--- src/design/abkf_pkg.sv ---
// ----------------------------------------------------------------------------
// abkf_pkg
// Shared types and constants of the angle and gyro bias Kalman filter.
// ----------------------------------------------------------------------------
package abkf_pkg;

  // Fixed-point format: Q4.28 for covariance, noises, gains and time step.
  localparam int QF = 28;

  // Full product of two 32 bit signed operands, and its rounded Q28 form.
  localparam int PROD_W = 64;
  localparam int RND_W  = PROD_W + 1 - QF;

  // Innovation variance is kept exact: noise plus one rounded product.
  localparam int E_W = RND_W + 1;

  // Last multiply phase: operands at phase 0, rounded product usable at this phase.
  localparam logic [1:0] MUL_PH_LAST = 2'd2;

  // Configuration port.
  localparam int CFG_AW = 5;
  localparam int CFG_DW = 32;

  localparam logic [2:0] REG_TIME_STEP     = 3'd0;
  localparam logic [2:0] REG_ANGLE_NOISE   = 3'd1;
  localparam logic [2:0] REG_BIAS_NOISE    = 3'd2;
  localparam logic [2:0] REG_MEASURE_NOISE = 3'd3;
  localparam logic [2:0] REG_MEASURE_GAIN  = 3'd4;

  localparam logic [30:0]        TIME_STEP_RST     = 31'd1342177;
  localparam logic [30:0]        ANGLE_NOISE_RST   = 31'd268435;
  localparam logic [30:0]        BIAS_NOISE_RST    = 31'd805306;
  localparam logic [30:0]        MEASURE_NOISE_RST = 31'd134217728;
  localparam logic signed [31:0] MEASURE_GAIN_RST  = 32'sd268435456;

  // 1.0 in Q4.28, the diagonal of the covariance after reset.
  localparam logic signed [31:0] P_ONE = 32'sh1000_0000;

  localparam logic signed [31:0] MAX32 = 32'sh7fff_ffff;
  localparam logic signed [31:0] MIN32 = 32'sh8000_0000;

  typedef struct packed {
    logic [30:0]        time_step;
    logic [30:0]        angle_noise;
    logic [30:0]        bias_noise;
    logic [30:0]        measure_noise;
    logic signed [31:0] measure_gain;
  } cfg_t;

  typedef enum logic [4:0] {
    ST_IDLE,
    ST_DIFF,
    ST_PRED,
    ST_D0A,
    ST_D0B,
    ST_P00,
    ST_D1,
    ST_P01,
    ST_P10,
    ST_P11,
    ST_ERR,
    ST_PCT0,
    ST_PCT1,
    ST_E,
    ST_T1,
    ST_DIV0,
    ST_K0,
    ST_DIV1,
    ST_K1,
    ST_C00,
    ST_C01,
    ST_C10,
    ST_C11,
    ST_ANG,
    ST_BIAS,
    ST_RATE
  } state_t;

endpackage

--- src/design/abkf_mul.sv ---
// ----------------------------------------------------------------------------
// abkf_mul
// Shared 32x32 signed multiplier with a registered Q28 rounding stage.
// ----------------------------------------------------------------------------
module abkf_mul (
  input  logic                              clk,
  input  logic signed [31:0]                mul_a,
  input  logic signed [31:0]                mul_b,
  output logic signed [abkf_pkg::RND_W-1:0] rnd
);
  import abkf_pkg::*;

  localparam logic [PROD_W:0] HALF_LSB = (PROD_W + 1)'(1) << (QF - 1);

  logic signed [PROD_W-1:0] prod_r;
  logic signed [RND_W-1:0]  rnd_r;
  logic [PROD_W:0]          half_sum;

  // Round to nearest with ties upward: add half an LSB, then floor.
  assign half_sum = {prod_r[PROD_W-1], prod_r} + HALF_LSB;
  assign rnd      = rnd_r;

  always_ff @(posedge clk) begin
    prod_r <= PROD_W'(mul_a) * PROD_W'(mul_b);
    rnd_r  <= signed'(half_sum[PROD_W:QF]);
  end

endmodule

--- config.mk ---
export PLATFORM = sky130hd
export DESIGN_NAME = abkf_mul
export DESIGN_NICKNAME = d
export VERILOG_FILES = /design/src/design/abkf_pkg.sv /design/src/design/abkf_mul.sv
export SDC_FILE = /design/constraint.sdc
export NUM_CORES = 2
export LEC_CHECK = 0
export ABC_AREA = 1
export ABC_CLOCK_PERIOD_IN_PS = 6900
export BUFFER_PORTS_ARGS = -buffer_cell sky130_fd_sc_hd__buf_2
export CAP_MARGIN = 30
export CORE_AREA = 2 2 275 277
export DETAILED_ROUTE_END_ITERATION = 8
export DIE_AREA = 0 0 277 279
export HOLD_SLACK_MARGIN = 0.02
export PLACE_DENSITY = 0.74
export SYNTH_ARGS = -nofsm -noshare
export SYNTH_HDL_FRONTEND = slang
export SYNTH_SLANG_ARGS = --single-unit
export TNS_END_PERCENT = 20
--- constraint.sdc ---
create_clock -name clk -period 6.9 [get_ports clk]
set_input_delay 0.69 -clock clk [delete_from_list [all_inputs] [get_ports clk]]
set_output_delay 0.69 -clock clk [all_outputs]
set_load 0.02 [all_outputs]
Word level (Yosys, flattened, before mapping)
Index checks and enable logic that the tools add are counted.
{ "word_totals": {"reg_bits": 101, "in_bits": 65, "out_inout_bits": 37, "word_cells": 4} }
{ "op_classes": {"n_addsub": 1, "n_mul": 1} }
{ "ops": {"columns": ["cell", "n"], "rows": [
  ["adder 64 x 29 -> 65 bit, second input constant", 1],
  ["multiplier 32 x 32 -> 64 bit", 1]
]} }

Depth between registers and ports, before layout
{ "logic_depth": {"word_depth": 1, "mapped_depth": 32} }

Worst setup path before layout
OpenSTA, ideal clock, no wires.
{ "synth_path": {"kind": "in2reg", "startpoint": "input port mul_a[31]", "endpoint": "register prod_r[55]", "setup_time_ns": 0.112, "arrival_ns": 7.169, "path_slack_ns": -0.381, "stages": 27, "n_path_buf": 1, "path_cell_list": "clkbuf_1 > nand2_1 > inv_1 > fa_1 > inv_1 > fa_1 > fa_1 > inv_1 > fa_1 > inv_1 > fa_1 > inv_1 > fa_1 > inv_1 > fa_1 > inv_1 > fa_1 > ha_1 > nand2_1 > nor2_1 > inv_1 > nor2_1 > nand2_1 > nor4_1 > nand2_1 > nand3_1 > nand2_1"} }
{ "synth_between": {"elab_chain_cells": 1} }
{ "synth_rtl": {"columns": ["item", "line_no", "text"], "rows": [
  ["from (decl)", "abkf_mul.sv:7", "input logic signed [31:0] mul_a,"],
  ["multiplier 32 x 32 -> 64 bit", "abkf_mul.sv:24", "prod_r <= PROD_W'(mul_a) * PROD_W'(mul_b);"],
  ["to (signal assigned)", "abkf_mul.sv:24", null],
  ["to (decl)", "abkf_mul.sv:15", "logic signed [PROD_W-1:0] prod_r;"]
]} }
No other way between the ends.

Worst setup path after layout
{ "layout_path": {"startpoint": "input port mul_a[31]", "endpoint": "register prod_r[53]"} }
Same word-level chain as after synthesis.

==> flow_summary.ini <==
[timing]
worst_slew_pin_slew_ns = 0.592
fin_crit_sh = 1.00
clock_skew_ns = 0.00680
tns_ns = -0.0547
rsz0062_at_grt = yes
finalSetupViolCount = 3
drv_slew = 0
hold_violations = 0
slew-limit-headroom = 0.602
fmax_mhz = 144
timing.final.crit_period_ns = 6.93
worst_slack_ns = -0.0334

[logic_synthesis]
syn_avg_cell_area_um2 = 7.88
synth_top_family_by_area = adder cells
ys.flop_type = dfxtp_1
yosys_register_bits = 74
synth_xor_area_frac = 0.0119
yosys_warnings = 0
synthArstFlopShare = 0
synth.distinct_cells = 32
synth.yosys.seq_area_share = 0.0367
synthCells = 5130
syn-cell-area_mm2 = 0.0404
syn_nets = 6457
synth_edf_count = 0
synth-simple-area-share = 0.170
synth_compound_area_frac = 0.0173
synthAdderAreaFrac = 0.591
synth_mux_area_frac = 0

[global_routing]
first_global_vias = 35900
use_met1 = 0.361
grt_first_pass_wirelength_um = 181000
grt_max_degree = 33
grt_use_met3 = 0.0261
busiest_layer = met2
grt_usage = 0.294
antenna_found_initial = 0
use_met2 = 0.534
grt-ovfl-total = 0

[floorplanning]
die_width_um = 277
core_area_mm2 = 0.0741
start_util = 0.546
die_y_um = 279
die-area_mm2 = 0.0773
ios = 102
core.rowCount = 100

[final_layout]
final_nets = 6828
fin_area_mm2 = 0.0466
layout_common_cells = inv_1 (1,661), nand2_1 (1,430), fa_1 (1,071), buf_4 (400), ha_1 (160)
final_common_cell = inv_1
drive_gt1_frac = 0.133
num_antenna_cells = 0
area_delta_synth_final_pct = 15.2
final_cells = 6475

[critical_path]
path_max_fanout = 18
rr_worst_depth = 8
cp-end-kind = register
rr_endpoint = rnd[32]
crit_top_cell = fa_1
r2r_start = prod_r[29]
path_class = in2reg
start_kind = primary input
slowest_delay_ns = 0.61
required_ns = 7.14
rrSetupSlack_ns = 5.06
arrival_ns = 7.17
cpMaxStageDelayCell = fa_2

[clock_network]
htreeDepth = 3
numCtsBuffers = 9
clock_latency_ns = 0.34
cts_root_buffer = clkbuf_16
clk_path_buf_depth = 2
clk_pin_slew_ns = 0.06
cts_tree = done
cts-hold-fix-buffers = 0
clock-sinks = 74

[drt]
firstDrtPassIters = 6
dr.first_iter.drc_count = 2143
drc = 0
drt-wirelength-per-cell_um = 16.7
avgViaCountPerCell = 5.03
num_vias = 32500
routed_wl_um = 108000
postRouteAntennaNets = 0

[place]
post_dp_cell_area_mm2 = 0.0455
port_buffers = 101
place_inst = 6449
dp_hpwl_um = 96400
gp_congestion = 0.942

[status]
violations = negative setup slack
status = finished, violations left

[job]
max_cap_violations = 0

[worst_hold_path]
hold_start = prod_r[32]
hold_depth = 1
hold_path_end = rnd[4]
hp-class = reg2reg
cell type report:
class	instances	area (um2)
clock buffer	9	225
sequential	74	1480
timing repair buffer	552	4690
tap	969	1210
fill	6233	27500
clock inverter	7	85.1
multi-input combinational	3192	32600
inverter	1672	6280
registers in the layout, summed over array words and instances (netlist names):
signal,count
prod_r,37
rnd,37
metal layers:
metal	vias to the layer above	wire [um]
met3	314	6770
met1	16200	40900
met5	-	0
met4	0	5590
li1	14800	-
met2	1218	55000
cells by family after synthesis:
group,Yosys count
flops,74
fa+ha+maj,1262
compound gates,134
simple gates,1742
buf+inv,1864
xor+xnor,54
through the flow:
| step | setup WS, ns | util | hold WS (ns) |
|---|---|---|---|
| floorplan | -0.150 | - | 0.431 |
| global placement | -0.515 | 0.614 | 0.480 |
| detailed placement | -0.501 | 0.614 | 0.474 |
| CTS | -0.0549 | 0.620 | 0.486 |
| global route | -0.253 | 0.629 | 0.520 |
| finish | -0.0334 | 0.629 | 0.481 |
synth_stat cells, types with 2 or more instances:
master | n | area (um2)
a21o_1 | 4 | 30.0
a21oi_1 | 79 | 395
clkbuf_1 | 191 | 717
dfxtp_1 | 74 | 1480
fa_1 | 1081 | 21600
ha_1 | 181 | 2260
inv_1 | 1672 | 6280
nand2_1 | 1451 | 5450
nand2_2 | 2 | 12.5
nand2_4 | 2 | 22.5
nand3_1 | 60 | 300
nand3_2 | 2 | 20.0
nand3b_1 | 5 | 37.5
nand4_1 | 18 | 113
nor2_1 | 157 | 589
nor2_2 | 2 | 12.5
nor2_4 | 6 | 67.6
nor3_1 | 17 | 85.1
nor4_1 | 9 | 56.3
o21ai_0 | 43 | 215
o21bai_1 | 5 | 37.5
or2_2 | 8 | 50.1
xnor2_1 | 20 | 175
xor2_1 | 33 | 289
worst max-delay path: cells and delay by family:
family	cells	cell delay, ns
adders and majority gates	9	4.48
buffers and inverters	12	1.07
and+or+nand+nor	9	0.93
worst max path at each step:
stage,start,endpoint,slack [ns],depth (start not counted)
6_report,mul_a[31],prod_r[53],-0.03,30
5_1_grt,mul_a[31],prod_r[53],-0.25,30
4_1_cts,mul_a[31],prod_r[53],-0.05,30
3_5_place_dp,mul_a[31],prod_r[53],-0.50,28
3_3_place_gp,mul_a[14],prod_r[50],-0.52,20
2_1_floorplan,mul_a[31],prod_r[54],-0.15,27
repair_timing:
action / 4_1_cts / 5_1_grt
resized for setup: 26 / 160
cloned: 0 / 3
setup buffers: 1 / 6
endpoints found under the setup margin: 26 / 37
pin swaps: 3 / 23
Power is not shown: default switching activity piles up to over one toggle a cycle in this logic, so the estimate is an artifact.
