<file path="src/design/abkf_pkg.sv">
// ----------------------------------------------------------------------------
// abkf_pkg
// Shared types and constants of the angle and gyro bias Kalman filter.
// ----------------------------------------------------------------------------
package abkf_pkg;

  // Fixed-point format: Q4.28 for covariance, noises, gains and time step.
  localparam int QF = 28;

  // Full product of two 32 bit signed operands, and its rounded Q28 form.
  localparam int PROD_W = 64;
  localparam int RND_W  = PROD_W + 1 - QF;

  // Innovation variance is kept exact: noise plus one rounded product.
  localparam int E_W = RND_W + 1;

  // Last multiply phase: operands at phase 0, rounded product usable at this phase.
  localparam logic [1:0] MUL_PH_LAST = 2'd2;

  // Configuration port.
  localparam int CFG_AW = 5;
  localparam int CFG_DW = 32;

  localparam logic [2:0] REG_TIME_STEP     = 3'd0;
  localparam logic [2:0] REG_ANGLE_NOISE   = 3'd1;
  localparam logic [2:0] REG_BIAS_NOISE    = 3'd2;
  localparam logic [2:0] REG_MEASURE_NOISE = 3'd3;
  localparam logic [2:0] REG_MEASURE_GAIN  = 3'd4;

  localparam logic [30:0]        TIME_STEP_RST     = 31'd1342177;
  localparam logic [30:0]        ANGLE_NOISE_RST   = 31'd268435;
  localparam logic [30:0]        BIAS_NOISE_RST    = 31'd805306;
  localparam logic [30:0]        MEASURE_NOISE_RST = 31'd134217728;
  localparam logic signed [31:0] MEASURE_GAIN_RST  = 32'sd268435456;

  // 1.0 in Q4.28, the diagonal of the covariance after reset.
  localparam logic signed [31:0] P_ONE = 32'sh1000_0000;

  localparam logic signed [31:0] MAX32 = 32'sh7fff_ffff;
  localparam logic signed [31:0] MIN32 = 32'sh8000_0000;

  typedef struct packed {
    logic [30:0]        time_step;
    logic [30:0]        angle_noise;
    logic [30:0]        bias_noise;
    logic [30:0]        measure_noise;
    logic signed [31:0] measure_gain;
  } cfg_t;

  typedef enum logic [4:0] {
    ST_IDLE,
    ST_DIFF,
    ST_PRED,
    ST_D0A,
    ST_D0B,
    ST_P00,
    ST_D1,
    ST_P01,
    ST_P10,
    ST_P11,
    ST_ERR,
    ST_PCT0,
    ST_PCT1,
    ST_E,
    ST_T1,
    ST_DIV0,
    ST_K0,
    ST_DIV1,
    ST_K1,
    ST_C00,
    ST_C01,
    ST_C10,
    ST_C11,
    ST_ANG,
    ST_BIAS,
    ST_RATE
  } state_t;

endpackage

</file>
<file path="src/design/abkf_div.sv">
// ----------------------------------------------------------------------------
// abkf_div
// Restoring divider for the gains: (num << 28) / den, one quotient bit a cycle.
// ----------------------------------------------------------------------------
module abkf_div (
  input  logic                            clk,
  input  logic                            rst_n,
  input  logic                            start,
  input  logic signed [31:0]              num,
  input  logic signed [abkf_pkg::E_W-1:0] den,
  output logic                            done,
  output logic signed [31:0]              quo
);
  import abkf_pkg::*;

  localparam int MAG_W = 32;
  localparam int NUM_W = MAG_W + QF;
  localparam int DEN_W = E_W - 1;
  localparam int DSH_W = DEN_W + MAG_W - 1;
  localparam int CNT_W = $clog2(MAG_W);
  localparam logic [CNT_W-1:0] CNT_LAST = CNT_W'(MAG_W - 1);
  localparam logic [MAG_W-1:0] NEG_LIMIT = {1'b1, {(MAG_W - 1){1'b0}}};

  logic             busy_r, done_r, neg_r, ovf_r;
  logic [CNT_W-1:0] cnt_r;
  logic [NUM_W-1:0] rem_r;
  logic [DSH_W-1:0] dsh_r;
  logic [MAG_W-1:0] q_r;
  logic [MAG_W-1:0] mag;
  logic             ge;

  assign mag = num[MAG_W-1] ? (~num + 1'b1) : num;
  assign ge  = (DSH_W'(rem_r) >= dsh_r);

  // The quotient only fits in 32 bits when (num << 28) < den << 32,
  // which reduces to a compare of the top bits of the magnitude.
  always_ff @(posedge clk) begin
    if (start) begin
      rem_r <= {mag, QF'(0)};
      dsh_r <= DSH_W'(den[DEN_W-1:0]) << (MAG_W - 1);
      q_r   <= '0;
      neg_r <= num[MAG_W-1];
      ovf_r <= (DEN_W'(mag[MAG_W-1:MAG_W-QF]) >= den[DEN_W-1:0]);
    end else if (busy_r) begin
      if (ge) begin
        rem_r <= rem_r - dsh_r[NUM_W-1:0];
      end
      dsh_r <= dsh_r >> 1;
      q_r   <= {q_r[MAG_W-2:0], ge};
    end
  end

  always_ff @(posedge clk) begin
    if (!rst_n) begin
      busy_r <= 1'b0;
      done_r <= 1'b0;
      cnt_r  <= '0;
    end else begin
      done_r <= busy_r && (cnt_r == CNT_LAST);
      if (start) begin
        busy_r <= 1'b1;
        cnt_r  <= '0;
      end else if (busy_r) begin
        cnt_r <= cnt_r + 1'b1;
        if (cnt_r == CNT_LAST) begin
          busy_r <= 1'b0;
        end
      end
    end
  end

  always_comb begin
    if (neg_r) begin
      quo = (ovf_r || (q_r > NEG_LIMIT)) ? MIN32 : signed'(~q_r + 1'b1);
    end else begin
      quo = (ovf_r || q_r[MAG_W-1]) ? MAX32 : signed'(q_r);
    end
  end

  assign done = done_r;

endmodule

</file>
<file path="config.mk">
export PLATFORM = sky130hd
export DESIGN_NAME = abkf_div
export DESIGN_NICKNAME = d
export VERILOG_FILES = /design/src/design/abkf_pkg.sv /design/src/design/abkf_div.sv
export SDC_FILE = /design/constraint.sdc
export NUM_CORES = 1
export LEC_CHECK = 0
export BUFFER_PORTS_ARGS = -buffer_cell sky130_fd_sc_hd__buf_2
export CORE_MARGIN = 10
export CORE_UTILIZATION = 61
export DETAILED_ROUTE_END_ITERATION = 10
export HOLD_SLACK_MARGIN = 0.15
export PLACE_DENSITY = 0.81
export SYNTH_ARGS = -nofsm -noshare
export SYNTH_HDL_FRONTEND = slang
export SYNTH_SLANG_ARGS = --single-unit
</file>
<file path="constraint.sdc">
create_clock -name clk -period 6.1 [get_ports clk]
set_clock_uncertainty 0.15 [all_clocks]
set_input_delay 0.915 -clock clk [delete_from_list [all_inputs] [get_ports clk]]
set_output_delay 0.915 -clock clk [all_outputs]
set_load 0.05 [all_outputs]
</file>
### Word level (Yosys, flattened, before mapping)

Index checks and enable logic that the tools add are counted.

* logic and storage cells: 41
* bits in registers: 169
* output and inout bits: 33
* bits of input ports: 73

* mux-type cells: 12
* magnitude comparators: 3
* bitwise operators: 3
* reduce and logical (&&, ||, !) cells: 8
* eq/ne operators: 1
* $add $sub $neg: 4

Operators by type and width (number)
* two-way mux 60 bit: 3
* two-way mux 68 bit: 2
* two-way mux 32 bit: 4
* greater-or-equal comparator 60 x 68 -> 1 bit: 1
* adder 32 x 1 -> 32 bit, second input constant: 2
* inverter 32 bit: 2
* subtractor 60 bit: 1
* greater-or-equal comparator 28 x 37 -> 1 bit: 1
* greater-than comparator 32 bit, second input constant: 1
* adder 5 x 1 -> 5 bit, second input constant: 1
* equality test 5 bit, second input constant: 1
* AND reduction 2 bit: 2
* nonzero test 2 bit: 2
* two-way mux 1 bit: 3
* logical OR 1 bit: 2
* OR reduction 2 bit: 1
* logical AND 1 bit: 1
* inverter 1 bit: 1

### Longest topological paths before layout

* word-level depth: 4
* gate-level depth with buffers: 19
* mapped depth without buffers: 19

### Least setup slack after synthesis

No wires, ideal clock.

* path type: register -> output
* start: register q_r[0]
* end: output quo[10]
* required time: 5.035 ns
* setup slack: 0.625 ns
* stages on the path, launching flop included: 13
* arrival: 4.410 ns
* buffers on the path: 1
* cells stage by stage: dfxtp_1 inv_1 ha_1 nor3b_2 nand3_1 nor3_1 nand4b_1 or4_1 nor3_2 a21oi_1 nand2b_1 clkbuf_1 o311ai_0

* word-level cells in the longest chain between the ends: 4
* elaborated cells on any way between the ends: 6
* classes of those cells: add/sub (1); order compare (1); mux (2); bitwise (1); reduce/logical (1)

Ends and longest elaborated chain
* from (decl): RTL line abkf_div.sv:28 `logic [MAG_W-1:0] q_r;`
* from (signal assigned): RTL line abkf_div.sv:49 `q_r <= {q_r[MAG_W-2:0], ge};`
* inverter 32 bit / greater-than comparator 32 bit (equally long branches): RTL line abkf_div.sv:74 `quo = (ovf_r || (q_r > NEG_LIMIT)) ? MIN32 : signed'(~q_r + 1'b1);`
* adder 32 x 1 -> 32 bit / logical OR 1 bit (equally long branches): RTL line abkf_div.sv:74
* two-way mux 32 bit (*): RTL line abkf_div.sv:74
* two-way mux 32 bit (*): RTL line abkf_div.sv:73 `if (neg_r) begin`
* to (decl): RTL line abkf_div.sv:12 `output logic signed [31:0] quo`

Every way passes the cells marked *; elsewhere a longest branch is shown, timed or not.

### Worst setup path in the final report

* start: register q_r[0]
* end: output quo[29]

Same word-level chain as after synthesis.

==> results.json <==
{
  "grt_pass1_vias": 11000,
  "max-vdd-ir-drop_v": 0.000150,
  "clock_latency_ns": 0.45,
  "yosysMostFrequentCell": "nand2_1",
  "synth_edf_count": 71,
  "synth_nets": 1729,
  "stdcell_count": 1888,
  "arrival_ns": 4.33,
  "placementRows": 52,
  "ant_nets": 0,
  "dp_hpwl_um": 23600,
  "synth_cell_types": 73,
  "start_kind": "register",
  "dpl_cell_area_um2": 13200,
  "maxSlewViolCount": 0,
  "synth_area_leaders": "edfxtp_1, dfxtp_1, ha_1",
  "yosysTopAreaCellShare_pct": 17.0,
  "finalInstanceArea_um2": 13800,
  "via_per_inst": 6.06,
  "cts_tree": "yes",
  "grt_overflow": 0,
  "portBuffers": 104,
  "async_flop_share_pct": 0,
  "tightest_slew_ns": 1.13,
  "pwr_density_cell_nw_per_um2": 226,
  "dr.pass1.iters": 7,
  "grt_max_degree": 87,
  "yosysWarnings": 0,
  "antenna_found_initial": 0,
  "syn_inst": 1563,
  "drt-initial-drc-count": 961,
  "power_mw": 3.11,
  "die_height_um": 164,
  "grt_pass1_wl_um": 53000,
  "critPathCaptureType": "output pin",
  "status": "finished clean",
  "gp_congestion": 0.942,
  "setup_viol": 0,
  "clk_pin_slew_ns": 0.06,
  "multi_input_area_um2": 7720,
  "diodes": 0,
  "area_delta_synth_final_pct": 9.50,
  "hold_class": "reg -> reg",
  "min_period_ns": 5.40,
  "netlist_area_um2": 12600,
  "wl_per_cell_um": 17.1,
  "fillers": 1684,
  "rsz0062_at_grt": "no",
  "vias": 11400,
  "die_area_um2": 26800,
  "fin_setup_tns_ns": 0,
  "fmax_mhz": 185,
  "num_io_pins": 106,
  "synth_area_leader_cell": "edfxtp_1",
  "drc": 0,
  "hold_ws_ns": 0.309,
  "cts_root_buf": "clkbuf_16",
  "die_x_um": 164,
  "place_inst": 1856,
  "synthTopCellsByCount": "nand2_1, nor2_1, a21oi_1",
  "cts_made_buffers": 17,
  "grtUsageTotal_pct": 23.6,
  "final_util_pct": 68.0,
  "hold_viol_final": 0,
  "wirelength_um": 32300,
  "cts_setup_buffers": 0,
  "cts-hold-fix-buffers": 0,
  "synth-main-ff-cell": "dfxtp_1",
  "fin_ws_ns": 0.705,
  "relSlewSlack_pct": 24.3,
  "nNetsFinal": 1771,
  "numClockSinks": 169,
  "required_ns": 5.03,
  "critPathMaxFanout": 10,
  "synth-seq-area-share_pct": 32.6,
  "cts_buffer_depth": 2,
  "initial_core_util_pct": 62.1,
  "cts_resized": 0,
  "fin_crit_sh_pct": 88.4,
  "syn_avg_cell_area_um2": 8.05,
  "cap_violations": 0,
  "post-place-ws_ns": 0.545,
  "synth-seq-cells": 169,
  "critPathKind": "reg -> out",
  "post_route_cells_drive_above_1_share_pct": 10.5,
  "p_leak_nw": 6.04,
  "core_um2": 20200,
  "seqCellArea_um2": 4100,
  "htreeDepth": 4
}
## routing by layer
layer	vias to the layer above	GRT usage [%]	part of all wire, %
met5	-	0	0
met4	0	7.60	2.1
met3	51	4.05	6.5
met2	423	38.2	46
met1	5336	31.3	45
li1	5639	-	-
## kinds of logic after synthesis
kind of cell | count (synthesis) | share of synthesized area, %
and+or+nand+nor | 527 | 19.5
AOI/OAI and AO/OA | 408 | 20.5
buffers and inverters | 205 | 6.15
DFF | 169 | 32.6
adders and majority gates | 93 | 9.31
xor gates and xnor gates | 85 | 5.92
muxes | 76 | 6.05
## final cells by class
| type | instances | share of cell area (%) |
|---|---|---|
| Multi-Input combinational cell | 1189 | 56.1 |
| Sequential cell | 169 | 29.8 |
| Inverter | 114 | 3.11 |
| Clock buffer | 18 | 3.19 |
| Tap cell | 270 | 2.45 |
| Timing Repair Buffer | 114 | 4.34 |
| Clock inverter | 14 | 1.07 |
## worst max-delay path, cell delays in order, from the launching register on
cell and delay, ns:
dfxtp_1 0.32, inv_1 0.10, ha_1 0.20, nor3b_2 0.35, nand3_1 0.34, nor3_1 0.31, nand4b_1 0.13, or4_1 0.48
nor3_2 0.25, a21oi_2 0.09, nand2b_1 0.34, or3b_2 0.55, nand3_1 0.13, buf_2 0.29
## placed cells by master (no fill, tap or decap), drive strengths merged, types with 3 or more instances in the layout
master and instances:
nor3 30, o41ai 9, o22ai 5, a21o 39, a21oi 116, nor2b 16, o2111ai 3, xnor2 62
mux2i 76, dfxtp 98, xor2 23, clkbuf 18, or4 7, a211oi 8, nor2 153, o21a 13
edfxtp 71, nand4 33, and3 5, ha 92, nor4 10, o21bai 18, or3 21, nand3 31
nand2b 18, o31ai 23, a22o 9, inv 121, buf 114, and2 6, o21ai 110, a31oi 10
or2 3, o311ai 10, o211ai 5, nand2 183, a21boi 8, clkinv 4
## final timing paths
kind	start	endpoint	slack, ns	cells past startpoint
hold reg to reg	rem_r[10]$_SDFFE_PP0P_	rem_r[10]$_SDFFE_PP0P_	0.31	2
setup reg to reg	rem_r[0]$_SDFFE_PP0P_	rem_r[50]$_DFFE_PP_	1.46	14
hold / removal	rem_r[10]$_SDFFE_PP0P_	rem_r[10]$_SDFFE_PP0P_	0.31	2
setup / recovery	q_r[0]$_SDFFE_PP0P_	quo[29]	0.70	13
## report_power, final
| part | leakage (nW) | switching, mW | internal, mW |
|---|---|---|---|
| clock network | 0.296 | 0.489 | 0.618 |
| logic | 4.22 | 0.474 | 0.268 |
| registers | 1.52 | 0.0289 | 1.23 |
## sequential cells by signal, indices dropped and copies added, names as in the netlist
signal  count
q_r        32
neg_r       1
busy_r      1
dsh_r      68
rem_r      60
ovf_r       1
cnt_r       5
done        1
(Power assumes the default switching activity.)
