### config.mk
export PLATFORM = sky130hd
export DESIGN_NAME = abkf_cfg
export DESIGN_NICKNAME = d
export VERILOG_FILES = /design/src/design/abkf_pkg.sv /design/src/design/abkf_cfg.sv
export SDC_FILE = /design/constraint.sdc
export NUM_CORES = 1
export LEC_CHECK = 0
export BUFFER_PORTS_ARGS = -buffer_cell sky130_fd_sc_hd__buf_2
export CAP_MARGIN = 20
export CELL_PAD_IN_SITES_DETAIL_PLACEMENT = 1
export CELL_PAD_IN_SITES_GLOBAL_PLACEMENT = 1
export CORE_ASPECT_RATIO = 1.4
export CORE_MARGIN = 4
export CORE_UTILIZATION = 40
export CTS_CLUSTER_SIZE = 10
export DETAILED_ROUTE_END_ITERATION = 8
export HOLD_SLACK_MARGIN = 0.08
export PLACE_DENSITY = 0.91
export SLEW_MARGIN = 20
export SYNTH_ARGS = -nofsm -noshare
export SYNTH_HDL_FRONTEND = slang
export SYNTH_SLANG_ARGS = --single-unit
### constraint.sdc
create_clock -name clk -period 3.14 [get_ports clk]
set_input_delay 0.314 -clock clk [delete_from_list [all_inputs] [get_ports clk]]
set_output_delay 0.314 -clock clk [all_outputs]
set_load 0.03 [all_outputs]
### src/design/abkf_pkg.sv
// ----------------------------------------------------------------------------
// abkf_pkg
// Shared types and constants of the angle and gyro bias Kalman filter.
// ----------------------------------------------------------------------------
package abkf_pkg;

  // Fixed-point format: Q4.28 for covariance, noises, gains and time step.
  localparam int QF = 28;

  // Full product of two 32 bit signed operands, and its rounded Q28 form.
  localparam int PROD_W = 64;
  localparam int RND_W  = PROD_W + 1 - QF;

  // Innovation variance is kept exact: noise plus one rounded product.
  localparam int E_W = RND_W + 1;

  // Last multiply phase: operands at phase 0, rounded product usable at this phase.
  localparam logic [1:0] MUL_PH_LAST = 2'd2;

  // Configuration port.
  localparam int CFG_AW = 5;
  localparam int CFG_DW = 32;

  localparam logic [2:0] REG_TIME_STEP     = 3'd0;
  localparam logic [2:0] REG_ANGLE_NOISE   = 3'd1;
  localparam logic [2:0] REG_BIAS_NOISE    = 3'd2;
  localparam logic [2:0] REG_MEASURE_NOISE = 3'd3;
  localparam logic [2:0] REG_MEASURE_GAIN  = 3'd4;

  localparam logic [30:0]        TIME_STEP_RST     = 31'd1342177;
  localparam logic [30:0]        ANGLE_NOISE_RST   = 31'd268435;
  localparam logic [30:0]        BIAS_NOISE_RST    = 31'd805306;
  localparam logic [30:0]        MEASURE_NOISE_RST = 31'd134217728;
  localparam logic signed [31:0] MEASURE_GAIN_RST  = 32'sd268435456;

  // 1.0 in Q4.28, the diagonal of the covariance after reset.
  localparam logic signed [31:0] P_ONE = 32'sh1000_0000;

  localparam logic signed [31:0] MAX32 = 32'sh7fff_ffff;
  localparam logic signed [31:0] MIN32 = 32'sh8000_0000;

  typedef struct packed {
    logic [30:0]        time_step;
    logic [30:0]        angle_noise;
    logic [30:0]        bias_noise;
    logic [30:0]        measure_noise;
    logic signed [31:0] measure_gain;
  } cfg_t;

  typedef enum logic [4:0] {
    ST_IDLE,
    ST_DIFF,
    ST_PRED,
    ST_D0A,
    ST_D0B,
    ST_P00,
    ST_D1,
    ST_P01,
    ST_P10,
    ST_P11,
    ST_ERR,
    ST_PCT0,
    ST_PCT1,
    ST_E,
    ST_T1,
    ST_DIV0,
    ST_K0,
    ST_DIV1,
    ST_K1,
    ST_C00,
    ST_C01,
    ST_C10,
    ST_C11,
    ST_ANG,
    ST_BIAS,
    ST_RATE
  } state_t;

endpackage

### src/design/abkf_cfg.sv
// ----------------------------------------------------------------------------
// abkf_cfg
// APB register bank holding the time step, the noises and the measure gain.
// ----------------------------------------------------------------------------
module abkf_cfg (
  input  logic                        clk,
  input  logic                        rst_n,
  input  logic                        psel,
  input  logic                        penable,
  input  logic                        pwrite,
  input  logic [abkf_pkg::CFG_AW-1:0] paddr,
  input  logic [abkf_pkg::CFG_DW-1:0] pwdata,
  output logic [abkf_pkg::CFG_DW-1:0] prdata,
  output logic                        pready,
  output abkf_pkg::cfg_t              cfg
);
  import abkf_pkg::*;

  cfg_t       cfg_r;
  cfg_t       cfg_nxt;
  logic [2:0] reg_idx;
  logic       wr_en;

  assign reg_idx = paddr[4:2];
  assign wr_en   = psel && penable && pwrite;
  assign pready  = 1'b1;
  assign cfg     = cfg_r;

  always_comb begin
    cfg_nxt = cfg_r;
    if (wr_en) begin
      unique case (reg_idx)
        REG_TIME_STEP:     cfg_nxt.time_step     = pwdata[30:0];
        REG_ANGLE_NOISE:   cfg_nxt.angle_noise   = pwdata[30:0];
        REG_BIAS_NOISE:    cfg_nxt.bias_noise    = pwdata[30:0];
        REG_MEASURE_NOISE: cfg_nxt.measure_noise = pwdata[30:0];
        REG_MEASURE_GAIN:  cfg_nxt.measure_gain  = signed'(pwdata);
        default:           cfg_nxt = cfg_r;
      endcase
    end
  end

  always_comb begin
    unique case (reg_idx)
      REG_TIME_STEP:     prdata = {1'b0, cfg_r.time_step};
      REG_ANGLE_NOISE:   prdata = {1'b0, cfg_r.angle_noise};
      REG_BIAS_NOISE:    prdata = {1'b0, cfg_r.bias_noise};
      REG_MEASURE_NOISE: prdata = {1'b0, cfg_r.measure_noise};
      REG_MEASURE_GAIN:  prdata = cfg_r.measure_gain;
      default:           prdata = '0;
    endcase
  end

  always_ff @(posedge clk) begin
    if (!rst_n) begin
      cfg_r.time_step     <= TIME_STEP_RST;
      cfg_r.angle_noise   <= ANGLE_NOISE_RST;
      cfg_r.bias_noise    <= BIAS_NOISE_RST;
      cfg_r.measure_noise <= MEASURE_NOISE_RST;
      cfg_r.measure_gain  <= MEASURE_GAIN_RST;
    end else begin
      cfg_r <= cfg_nxt;
    end
  end

endmodule

Word-level counts from Yosys, hierarchy flattened
Index checks and enable logic that the tools add are counted.
{"block": "word_totals", "mem_count": 0, "mem_bits_ro": 0, "word_cells": 18, "register_bits": 156, "in_bits": 42, "latch_bits": 0, "out_inout_bits": 189, "ramBits": 0}
{"block": "op_classes", "mux": 1, "bitwise_logic": 0, "div_mod_pow": 0, "n_lt_le_gt_ge": 0, "addsub": 0, "shift": 0, "multipliers": 0, "n_eq_ne": 4, "reduce_logical": 8}
{"op": "$pmux 32 s5", "count": 1}
{"op": "$reduce_and 2->1", "count": 5}
{"op": "$eq 3x2->1 const B", "count": 2}
{"op": "$eq 3x1->1 const B", "count": 1}
{"op": "$eq 3x3->1 const B", "count": 1}
{"op": "$logic_not 3->1", "count": 1}
{"op": "$logic_and 1x1->1", "count": 2}

Longest topological paths before layout
Gate-level depths: netlist of run 1.
{"block": "depth", "ltp_word": 3, "depth_mapped": 7, "depth_no_buf": 3}

Worst setup path after synthesis of run 1
OpenSTA, ideal clock, no wires.
{"block": "synth_timing", "path_type": "input to output", "start": "input port paddr[2] (netlist bit)", "end": "output port prdata[0] (netlist bit)", "n_path_buf": 2, "t_required_ns": 2.826, "setup_slack_ns": 1.378, "t_arrival_ns": 1.448, "cell_stages": 5, "cell_sequence": "buf_4 -> nor3b_4 -> clkbuf_1 -> o2bb2ai_1 -> a221o_1"}
{"block": "synth_between", "elab_chain_cells": 2, "word_cells_on_any_way": 6, "classes_between": "4 x eq/ne; 1 x mux; 1 x reduce/logical"}
{"element": "start, declared", "line": "abkf_cfg.sv:11", "rtl": "input logic [abkf_pkg::CFG_AW-1:0] paddr,"}
{"element": "$eq 3x3->1 (tied with other cells)", "line": "abkf_cfg.sv:44", "rtl": "unique case (reg_idx)"}
{"element": "$pmux 32 s5 *", "line": "abkf_cfg.sv:44"}
{"element": "end, declared", "line": "abkf_cfg.sv:13", "rtl": "output logic [abkf_pkg::CFG_DW-1:0] prdata,"}
Every way passes the cells marked *; elsewhere a longest branch is shown, timed or not.

Worst setup path after layout of run 1
{"block": "layout_timing", "start": "input port paddr[2] (netlist bit)", "end": "output port prdata[19] (netlist bit)"}
The elaborated chain is that of the path after synthesis.

==> results of run 1 <==
[cell families (layout without fill, tap and decap cells)]
kind of cell,after synthesis,in the layout
AOI/OAI and AO/OA,111,111
buffers and inverters,87,303
DFF,156,156
muxes,157,157
other,1,2
and+or+nand+nor,192,192
[path summary, 6_finish.rpt]
check | slack (ns) | endpoint | start | depth (start not counted)
setup reg to reg | 2.39 | cfg[22]$_SDFFE_PN0P_ | cfg[22]$_SDFFE_PN0P_ | 2
setup / recovery | 0.73 | prdata[19] | paddr[2] | 5
hold reg to reg | 0.47 | cfg[55]$_SDFFE_PN0P_ | cfg[55]$_SDFFE_PN0P_ | 2
hold / removal | 0.16 | cfg[131]$_SDFFE_PN1P_ | pwdata[6] | 3
[tightest hold or removal path, cell delays in order]
cell      delay, ns
buf_2          0.09
nand3_1        0.06
o211ai_1       0.08
[cell usage after synthesis (all sizes together), types with 2 or more instances]
library cell,instances
nor3,2
o21ai,18
o211ai,29
clkbuf,36
o2bb2ai,30
nand3,12
and2,2
buf,26
nand2,161
nand2b,4
nor2,5
a221o,30
mux2i,156
dfxtp,156
inv,25
[cell type report]
class	instances	share of cell area, %
Multi-Input combinational cell	461	38.28
Sequential cell	156	36.01
Timing Repair Buffer	246	14.92
Clock buffer	19	5.223
Tap cell	203	2.929
Clock inverter	13	1.529
Inverter	25	1.082
Antenna cell	1	0.02886
[where the power goes]
part           internal, mW  switching [mW]  total [mW]  leakage [nW]
Sequential             2.00          0.0143        2.01          1.26
Clock                  1.15           0.877        2.03         0.286
Combinational         0.104           0.254       0.359          2.52
[stage by stage]
stage	util (%)	setup WS, ns
after floorplan	-	1.378
after global placement	48.27	0.7219
after detailed placement	48.27	0.6723
after CTS	51.77	0.7278
after global routing	51.79	0.6819
final	51.79	0.7279
[routing by layer]
metal / global-route usage [%] / wire, um
met1: 28.03 / 9468
met4: 10.03 / 569
met5: 0 / 0
met2: 45.30 / 12710
met3: 4.204 / 1175
==> summary.md, run 1 <==
| Metric | Value |
|---|---|
| Largest family of logic cells by synthesized area | multiplexers |
| Max-slew violation count | 0 |
| Slowest cell on crit path | nor2_4 |
| Clock Latency Late Sink | 0.41 ns |
| Yosys cell types | 31 |
| Post_cts resized | 0 |
| Vias in the first global route | 6578 |
| P_leak | 4.066 nW |
| Final setup viols | 0 |
| Syn_nets | 746 |
| Die Height | 162.5 um |
| Clk sinks | 156 |
| Starting density of the core | 40.73% |
| Register Area | 0.003123 mm^2 |
| Rows | 56 |
| Area of the multi-input gates | 0.003319 mm^2 |
| Number of synthesized flops with an enable pin | 0 |
| Tmin final | 2.412 ns |
| Max reg flops | 156 |
| Post-synth ARST share | 0% |
| Final hold viol count | 0 |
| Placed inst area | 0.008084 mm^2 |
| Crit path arrival time | 2.10 ns |
| Hold_ws | 0.1644 ns |
| Root Driver | clkbuf_16 |
| Core ar. | 0.01675 mm^2 |
| Routed Antenna Nets | 0 |
| Post-Layout Cell Count | 1124 |
| Multiplexer fraction of the synthesized cell area | 23.06% |
| Status | finished, final reports clean |
| Die W | 118.4 um |
| Routability congestion estimate from global placement | 0.7680 |
| Yosys top cell area share | 45.79% |
| Drt initial violations | 332 |
| Commonest non-fill, non-tap cell in the layout | buf_2 |
| Port Buffers | 227 |
| Cell area after synthesis | 0.006820 mm^2 |
| CTS tree | built |
| Grt total ovfl | 0 |
| CP Class | in2out |
| PD cells | 507.2 mW/mm^2 |
| Commonest cells after routing, fill and taps aside | buf_2 (226), nand2_1 (161), mux2i_1 (156), dfxtp_1 (156) |
| Pre-antenna DRT Iters | 4 |
| Primary FF master, synth | dfxtp_1 |
| Seq/Total Area, Yosys | 45.79% |
| Post-Route WL | 23920 um |
| Drc violations | 0 |
| Max Clock Skew | 0 ns |
| Crit Path Max Fanout | 30 |
| Min-Delay Path Class | in2reg |
| Via count | 6166 |
| Post-Synth XOR/XNOR Area | 0% |
| Largest area contributor in the netlist | dfxtp_1 |
| Area growth syn-to-layout | 27.15% |
| Max_cap viols | 0 |
| DPL Wire Length | 16430 um |
| VDD IR max | 0.0003047 V |
| Initial antenna violation count | 1 |
| Final period util | 76.82% |
| Largest net degree at the start of global routing | 180 |
| Largest stage delay, worst path | 0.82 ns |
| Nets | 949 |
| CTS HTree Levels | 4 |
| Simple-Gate Fraction of Synth Area | 11.89% |
| # IOs | 231 |
| All-Layer GR Usage | 24.59% |
| First-pass GRT wire length | 37280 um |
| CTS Buffer Depth | 2 |
| Setup total negative slack | 0 ns |
| Crit path capture type | primary output |
| RSZ-0062 raised after global routing | no |
| Hold buffer count at cts | 0 |
| Yosys warns | 0 |
| Syn Area/Cell | 9.688 um^2 |
| CP required | 2.83 ns |
| DIE AREA | 0.01923 mm^2 |
| Layout cells sized above 1 | 31.41% |
| Post-Synthesis Cells | 704 |
| Most frequent CP cell | buf_2 |
| Post-CTS Setup Bufs | 0 |
| Buf+Inv Stages, Crit Path | 2 |
| Synth Area in Adders | 0% |
| Final Instance Area | 0.008672 mm^2 |
| Largest delay share family, worst path | simple AND/OR/NAND/NOR gates |
| WL/cell | 21.28 um |
| Worst Setup Start Kind | input port |
| Top cells by area, synth | dfxtp_1 (46%), mux2i_1 (23%), nand2_1 (8.9%) |
| Crit-path cells | buf_2, nand2b_1, nor2_4, a221o_1, buf_2 |
| CTS Buf Count | 17 |
| Placed insts | 1091 |
| Synthesized flop and latch total | 156 |
| Worst-path clk slew | 0.07 ns |
| Power Total | 4.398 mW |
| Post-synthesis compound-gate area fraction | 13.21% |
| FMAX | 0.4146 GHz |
| Fillers | 1979 |
| Slew headroom | 29.57% |
| Via-to-Cell Ratio | 5.486 |
| Worst Tran Pin Value | 1.054 ns |
No activity file was read; power rests on OpenSTA's default activity.
==> inputs of run 2 (changes only) <==
ABC_AREA = 1   (was not set)
CORE_UTILIZATION = 31   (was 40)
PLACE_DENSITY = 0.82   (was 0.91)
clock period = 2.1 ns   (was 3.14 ns; I/O delays follow)
==> run 2 against run 1 <==
Against the previous run:
- final cell count increased by 58%
- worst hold slack lost 0.063 ns
- die area up 40%
- total power rose by 57%
- sequential share of layout area shrank 4.4 points
- register-to-register slack got worse by 0.96 ns
- count of clock-buffer cells in the layout decreased by 1
- first-iteration DRC count is 12% higher
- worst setup slack worse by 0.55 ns
- critical path type unchanged
- final area grew 14%
==> summary.md, run 2 <==
| Metric | Value |
|---|---|
| Grt total ovfl | 0 (unchanged) |
| Initial antenna violation count | 0 (was 1) |
| Primary FF master, synth | dfxtp_1 (unchanged) |
| GR Util met1 | 26.72% (was 28.03%) |
| Slowest cell on crit path | buf_4 (was nor2_4) |
| Core ar. | 0.02389 mm^2 (was 0.01675 mm^2) |
| Clock Latency Late Sink | 0.43 ns (was 0.41 ns) |
| Sw Share | 28.70% (was 26.05%) |
| Port Buffers | 227 (unchanged) |
| P_leak | 4.970 nW (was 4.066 nW) |
| Post-CTS Setup Bufs | 0 (unchanged) |
| Slew headroom | 32.73% (was 29.57%) |
| Max reg flops | 156 (unchanged) |
| All-Layer GR Usage | 23.46% (was 24.59%) |
| Top cells by area, synth | dfxtp_1 (42%), nand2_1 (17%), nor2_1 (17%) (was dfxtp_1 (46%), mux2i_1 (23%), nand2_1 (8.9%)) |
| Syn_nets | 1274 (was 746) |
| CP required | 1.89 ns (was 2.83 ns) |
| DPL Wire Length | 22180 um (was 16430 um) |
| Global Route met2 Usage | 43.11% (was 45.30%) |
| Root Driver | clkbuf_16 (unchanged) |
| Vias in the first global route | 8805 (was 6578) |
| RSZ-0062 raised after global routing | no (unchanged) |
| Largest area contributor in the netlist | dfxtp_1 (unchanged) |
| PD cells | 697.8 mW/mm^2 (was 507.2 mW/mm^2) |
| Yosys cell types | 17 (was 31) |
| Nets | 1493 (was 949) |
| Yosys warns | 0 (unchanged) |
| CTS tree | built (unchanged) |
| Crit-path cells | buf_2, inv_2, nand3_4, buf_4, nor2_1, nor2_1, nand3_1, buf_2 (was buf_2, nand2b_1, nor2_4, a221o_1, buf_2) |
| CTS HTree Levels | 4 (unchanged) |
| Routed Antenna Nets | 0 (unchanged) |
| Final hold viol count | 0 (unchanged) |
| Clock power share | 44.5% (was 46.2%) |
| Drc violations | 0 (unchanged) |
| Starting density of the core | 31.48% (was 40.73%) |
| Commonest non-fill, non-tap cell in the layout | nand2_1 (was buf_2) |
| Largest delay share family, worst path | buffers and inverters (was simple AND/OR/NAND/NOR gates) |
| Pre-antenna DRT Iters | 5 (was 4) |
| First-pass GRT wire length | 49220 um (was 37280 um) |
| Flop pwr share | 44.0% (was 45.7%) |
| Diodes inserted | 0 (was 1) |
| Routability congestion estimate from global placement | 0.7860 (was 0.7680) |
| VDD IR max | 0.0005803 V (was 0.0003047 V) |
| Rows | 67 (was 56) |
| CTS Buffer Depth | 2 (unchanged) |
| Crit path capture type | primary output (unchanged) |
| Switching Power | 1.976 mW (was 1.146 mW) |
| WL/cell | 17.95 um (was 21.28 um) |
| Stages on the worst setup path | 8 (was 5) |
| Post-synth ARST share | 0% (unchanged) |
| Synth cell count leaders | nand2_1 (342), nor2_1 (333), nand3_1 (199) (was nand2_1 (161), dfxtp_1 (156), mux2i_1 (156)) |
| Worst-path clk slew | 0.07 ns (about the same) |
| Seq/Total Area, Yosys | 41.52% (was 45.79%) |
| CP Class | in2out (unchanged) |
| Max-slew violation count | 0 (unchanged) |
| Die W | 139.6 um (was 118.4 um) |
| Buf+Inv Stages, Crit Path | 4 (was 2) |
| Area growth syn-to-layout | 31.16% (was 27.15%) |
| Min-Delay Path Class | in2reg (unchanged) |
| Combinational Power Share | 11.6% (was 8.2%) |
| Via-to-Cell Ratio | 4.902 (was 5.486) |
| Worst Tran Pin Value | 1.007 ns (was 1.054 ns) |
| Post-Synthesis Cells | 1232 (was 704) |
| Number of synthesized flops with an enable pin | 0 (unchanged) |
| Max_cap viols | 0 (unchanged) |
| Met3 Resource Use GR | 4.140% (was 4.204%) |
| Gr busiest metal | met2 (unchanged) |
| Layout cells sized above 1 | 21.17% (was 31.41%) |
| WHS Path Cells | 5 (was 3) |
| Count leader, synth | nand2_1 (unchanged) |
| # IOs | 231 (unchanged) |
| Max Clock Skew | 0 ns (unchanged) |
| Clk sinks | 156 (unchanged) |
| Status | finished, final reports clean (unchanged) |
| Hold_ws | 0.1013 ns (was 0.1644 ns) |
| Cell area after synthesis | 0.007521 mm^2 (was 0.006820 mm^2) |
| Commonest cells after routing, fill and taps aside | nand2_1 (342), nor2_1 (327), buf_2 (226) (was buf_2 (226), nand2_1 (161), mux2i_1 (156), dfxtp_1 (156)) |
| Yosys top cell area share | 41.52% (was 45.79%) |
| Post-Route WL | 31840 um (was 23920 um) |
| Int Power | 4.908 mW (was 3.253 mW) |
| Worst Setup Start Kind | input port (unchanged) |
| Largest net degree at the start of global routing | 69 (was 180) |
| Final setup viols | 0 (unchanged) |
| FMAX | 0.5195 GHz |
| Tmin final | 1.925 ns |
| Final period util | 91.66% |
| Drt initial violations | 371 (was 332) |
| Reg2reg path depth | 2 (unchanged) |
| DIE AREA | 0.02685 mm^2 (was 0.01923 mm^2) |
| Crit path arrival time | 1.71 ns (was 2.10 ns) |
| Via count | 8697 (was 6166) |
| Syn Area/Cell | 6.105 um^2 (was 9.688 um^2) |
| Die Height | 192.3 um (was 162.5 um) |
| Synthesized flop and latch total | 156 (unchanged) |
| Setup total negative slack | 0 ns (unchanged) |
| CTS Buf Count | 17 (unchanged) |
| Crit Path Max Fanout | 14 (was 30) |
| Largest stage delay, worst path | 0.30 ns (was 0.82 ns) |
run 2: worst paths after layout:
| kind | start | to | slack [ns] |
|---|---|---|---|
| worst max-delay path | paddr[4] | prdata[28] | 0.18 |
| worst min-delay path | pwdata[31] | cfg[31]$_SDFFE_PN0P_ | 0.10 |
| worst max register to register | cfg[103]$_SDFFE_PN0P_ | cfg[103]$_SDFFE_PN0P_ | 1.43 |
| worst min register to register | cfg[137]$_SDFFE_PN1P_ | cfg[137]$_SDFFE_PN1P_ | 0.49 |
run 2: worst min-delay path: stages:
cell     delay [ns]
buf_2          0.08
inv_1          0.03
nand3_1        0.07
nand2_1        0.05
nor2_1         0.07
run 2: kinds of logic after synthesis:
| kind of cell | Yosys count | synth area share (%) |
|---|---|---|
| compound gates | 2 | 0.1331 |
| buf+inv | 190 | 10.20 |
| flops | 156 | 41.52 |
| other cells | 1 | 0.04986 |
| simple gates | 883 | 48.10 |
run 2: area by class of cell:
class | count | area [um^2]
Sequential cell | 156 | 3123
Inverter | 112 | 422.9
Fill cell | 3268 | 14030
Multi-Input combinational cell | 886 | 3691
Clock buffer | 18 | 439.2
Tap cell | 310 | 387.9
Timing Repair Buffer | 278 | 1667
Clock inverter | 14 | 133.9
run 2: power groups by stage:
stage	clock network (mW)	registers [mW]	logic (mW)
finish	3.06	3.03	0.795
global route	3.26	3.03	0.865
CTS	3.15	3.03	0.801
detailed placement	0	3.09	0.774
global placement	0	3.09	0.760
floorplan	0	3.16	0.390
run 2: metrics by stage:
stage	std cells	cell area (um^2)	setup slack, ns	power [mW]	util [%]
detailed placement	1724	9110	-0.05625	3.869	38.13
finish	1774	9864	0.1752	6.884	41.29
global route	1774	9864	0.05323	7.153	41.29
floorplan	1232	7521	0.6235	3.555	-
CTS	1774	9863	0.1001	6.974	41.28
global placement	1724	9110	0.009086	3.852	38.13
run 2: per-layer routing:
layer / vias up / wire, um
met5: - / 0
met4: 0 / 995
met3: 62 / 1543
met2: 254 / 16410
met1: 4199 / 12890
li1: 4182 / -
run 2: repair_timing:
| item | in CTS | in global routing |
|---|---|---|
| hold buffers | 18 | 0 |
| setup endpoints to repair | 0 | 5 |
| endpoints found under the hold margin | 30 | 0 |
| resized for setup | 0 | 1 |
==> inputs of run 3 (changes only) <==
CORE_ASPECT_RATIO = 1.1   (was 1.4)
==> run 3 against run 2 <==
Against the previous run:
- total power grew 4.0%
- combinational power shrank 2%
- critical endpoint is now prdata[15]
- largest cell class unchanged
- worst setup slack improved by 0.091 ns
- maximum frequency is 5.0% higher
- core utilization up 0.31 points
==> summary.md, run 3 (same netlist as run 2, synthesis figures left out) <==
| Metric | Value |
|---|---|
| Status | finished, final reports clean (unchanged) |
| Power Total | 7.162 mW (was 6.884 mW) |
| Crit path arrival time | 1.62 ns (was 1.71 ns) |
| Crit-path cells | buf_2, inv_2, nand2_1, nor2_4, nand2_1, nand2_1, inv_1, nand2_1, buf_2 (was buf_2, inv_2, nand3_4, buf_4, nor2_1, nor2_1, nand3_1, buf_2) |
| Area growth syn-to-layout | 31.46% (was 31.16%) |
| VDD IR max | 0.0005485 V (was 0.0005803 V) |
| CP Class | in2out (unchanged) |
| RSZ-0062 raised after global routing | no (unchanged) |
| Layout cells sized above 1 | 21.28% (was 21.17%) |
| All-Layer GR Usage | 22.47% (was 23.46%) |
| Worst Setup Start Kind | input port (unchanged) |
| First-pass GRT wire length | 47290 um (was 49220 um) |
| Worst Tran Pin Value | 0.9894 ns (was 1.007 ns) |
| Worst-path clk slew | 0.07 ns (about the same) |
| Most frequent CP cell | nand2_1 |
| Grt total ovfl | 0 (unchanged) |
| Slew headroom | 33.88% (was 32.73%) |
| Max Clock Skew | 0 ns (unchanged) |
| Placed inst area | 0.009076 mm^2 (was 0.009110 mm^2) |
| WL met3 | 1846 um (was 1543 um) |
| CTS tree | built (unchanged) |
| Post-Layout Cell Count | 1773 (was 1774) |
| Largest stage delay, worst path | 0.38 ns (was 0.30 ns) |
| Min-Delay Path Class | in2reg (unchanged) |
| Nets | 1495 (was 1493) |
| Placed insts | 1721 (was 1724) |
| CTS Buffer Depth | 2 (unchanged) |
| Pre-antenna DRT Iters | 5 (unchanged) |
| CTS Buf Count | 17 (unchanged) |
| Drc violations | 0 (unchanged) |
| Drt initial violations | 411 (was 371) |
| Starting density of the core | 31.64% (was 31.48%) |
| Hold Crit Start | pwdata[31] (unchanged) |
| Commonest cells after routing, fill and taps aside | nand2_1 (342), nor2_1 (327), buf_2 (226) (unchanged) |
| Routability congestion estimate from global placement | 0.7879 (was 0.7860) |
| CP required | 1.89 ns (about the same) |
| PD cells | 724.4 mW/mm^2 (was 697.8 mW/mm^2) |
| Rows | 59 (was 67) |
| Routed Antenna Nets | 0 (unchanged) |
| Final setup viols | 0 (unchanged) |
| Crit path capture type | primary output (unchanged) |
| Post-Route WL | 30530 um (was 31840 um) |
| WL/cell | 17.22 um (was 17.95 um) |
| Max-slew violation count | 0 (unchanged) |
| Crit Path Max Fanout | 11 (was 14) |
| Root Driver | clkbuf_16 (unchanged) |
| FMAX | 0.5454 GHz (was 0.5195 GHz) |
| # IOs | 231 (unchanged) |
| Max reg flops | 156 (unchanged) |
| Port Buffers | 227 (unchanged) |
| CTS HTree Levels | 4 (unchanged) |
| DPL Wire Length | 21130 um (was 22180 um) |
| DR top layer | met5 (was met4) |
| Final Instance Area | 0.009887 mm^2 (was 0.009864 mm^2) |
| Final period util | 87.31% (was 91.66%) |
| Worst r2r src | cfg[103]$_SDFFE_PN0P_ (unchanged) |
| Largest net degree at the start of global routing | 81 (was 69) |
| Initial antenna violation count | 1 (was 0) |
| Die W | 156.5 um (was 139.6 um) |
| Via count | 8544 (was 8697) |
| Via-to-Cell Ratio | 4.819 (was 4.902) |
| WL met2 | 15040 um (was 16410 um) |
| Setup total negative slack | 0 ns (unchanged) |
| Clk sinks | 156 (unchanged) |
| DIE AREA | 0.02682 mm^2 (was 0.02685 mm^2) |
| Final hold viol count | 0 (unchanged) |
| Slowest cell on crit path | nor2_4 (was buf_4) |
| Final core area utilization | 41.59% (was 41.29%) |
| Clock Latency Late Sink | 0.43 ns (about the same) |
| Post_cts resized | 0 (unchanged) |
| Commonest non-fill, non-tap cell in the layout | nand2_1 (unchanged) |
| M1 WL | 12830 um (was 12890 um) |
| Tmin final | 1.834 ns (was 1.925 ns) |
| Max_cap viols | 0 (unchanged) |
| Die Height | 171.4 um (was 192.3 um) |
| Core ar. | 0.02377 mm^2 (was 0.02389 mm^2) |
| P_leak | 5.000 nW (was 4.970 nW) |
| Vias in the first global route | 8458 (was 8805) |
| Critical path origin | paddr[4] (unchanged) |
run 3: changes by cell type in the layout (fill, tap and decap cells not counted), moves of 2 or more:
| cell | delta |
|---|---|
| buf_12 | -3 |
| buf_4 | +5 |
| bufinv_16 | +2 |
| clkinv_2 | -3 |
| clkinvlp_4 | -2 |
| diode_2 | +2 |
| inv_8 | +2 |
run 3: where the power goes:
| group | internal, mW | switching [mW] | leakage (nW) |
|---|---|---|---|
| logic | 0.224 | 0.554 | 3.44 |
| clock network | 1.92 | 1.44 | 0.301 |
| registers | 3.00 | 0.0321 | 1.26 |
run 3: repair_timing:
action                     in CTS  in global routing
setup buffers                   0                  0
setup endpoints to repair       0                  0
hold endpoints to repair       30                  0
hold buffers                   18                  0
run 3: critical path, delay by kind of cell:
family                 cells  cell delay [ns]
and+or+nand+nor            5             0.78
buffers and inverters      4             0.63
run 3: per-stage QoR:
stage	setup slack, ns	hold slack (ns)
global route	0.1126	0.1438
CTS	0.2394	0.09231
detailed placement	0.1500	0.4538
floorplan	0.6235	0.3361
finish	0.2664	0.1084
global placement	0.2030	0.4449
run 3: final timing paths:
check,end,slack [ns],cells after the start
worst max-delay path,prdata[15],0.27,9
worst min-delay path,cfg[31]$_SDFFE_PN0P_,0.11,5
worst max register to register,cfg[103]$_SDFFE_PN0P_,1.41,2
worst min register to register,cfg[143]$_SDFFE_PN1P_,0.48,2
run 3: per-layer routing:
| layer | up-vias | global-route usage (%) |
|---|---|---|
| li1 | 4197 | - |
| met1 | 4047 | 27.81 |
| met2 | 250 | 39.23 |
| met3 | 48 | 4.001 |
| met4 | 2 | 7.962 |
| met5 | - | 0 |
run 3: cell type report:
cell class	instances	area [um^2]
diodes	2	5.005
clock buffers	17	425.4
clock inverters	15	200.2
fillers	3225	13880
inverters	112	421.7
multi-input cells	886	3686
flip-flops and latches	156	3123
well taps	305	381.6
repair buffers	280	1644
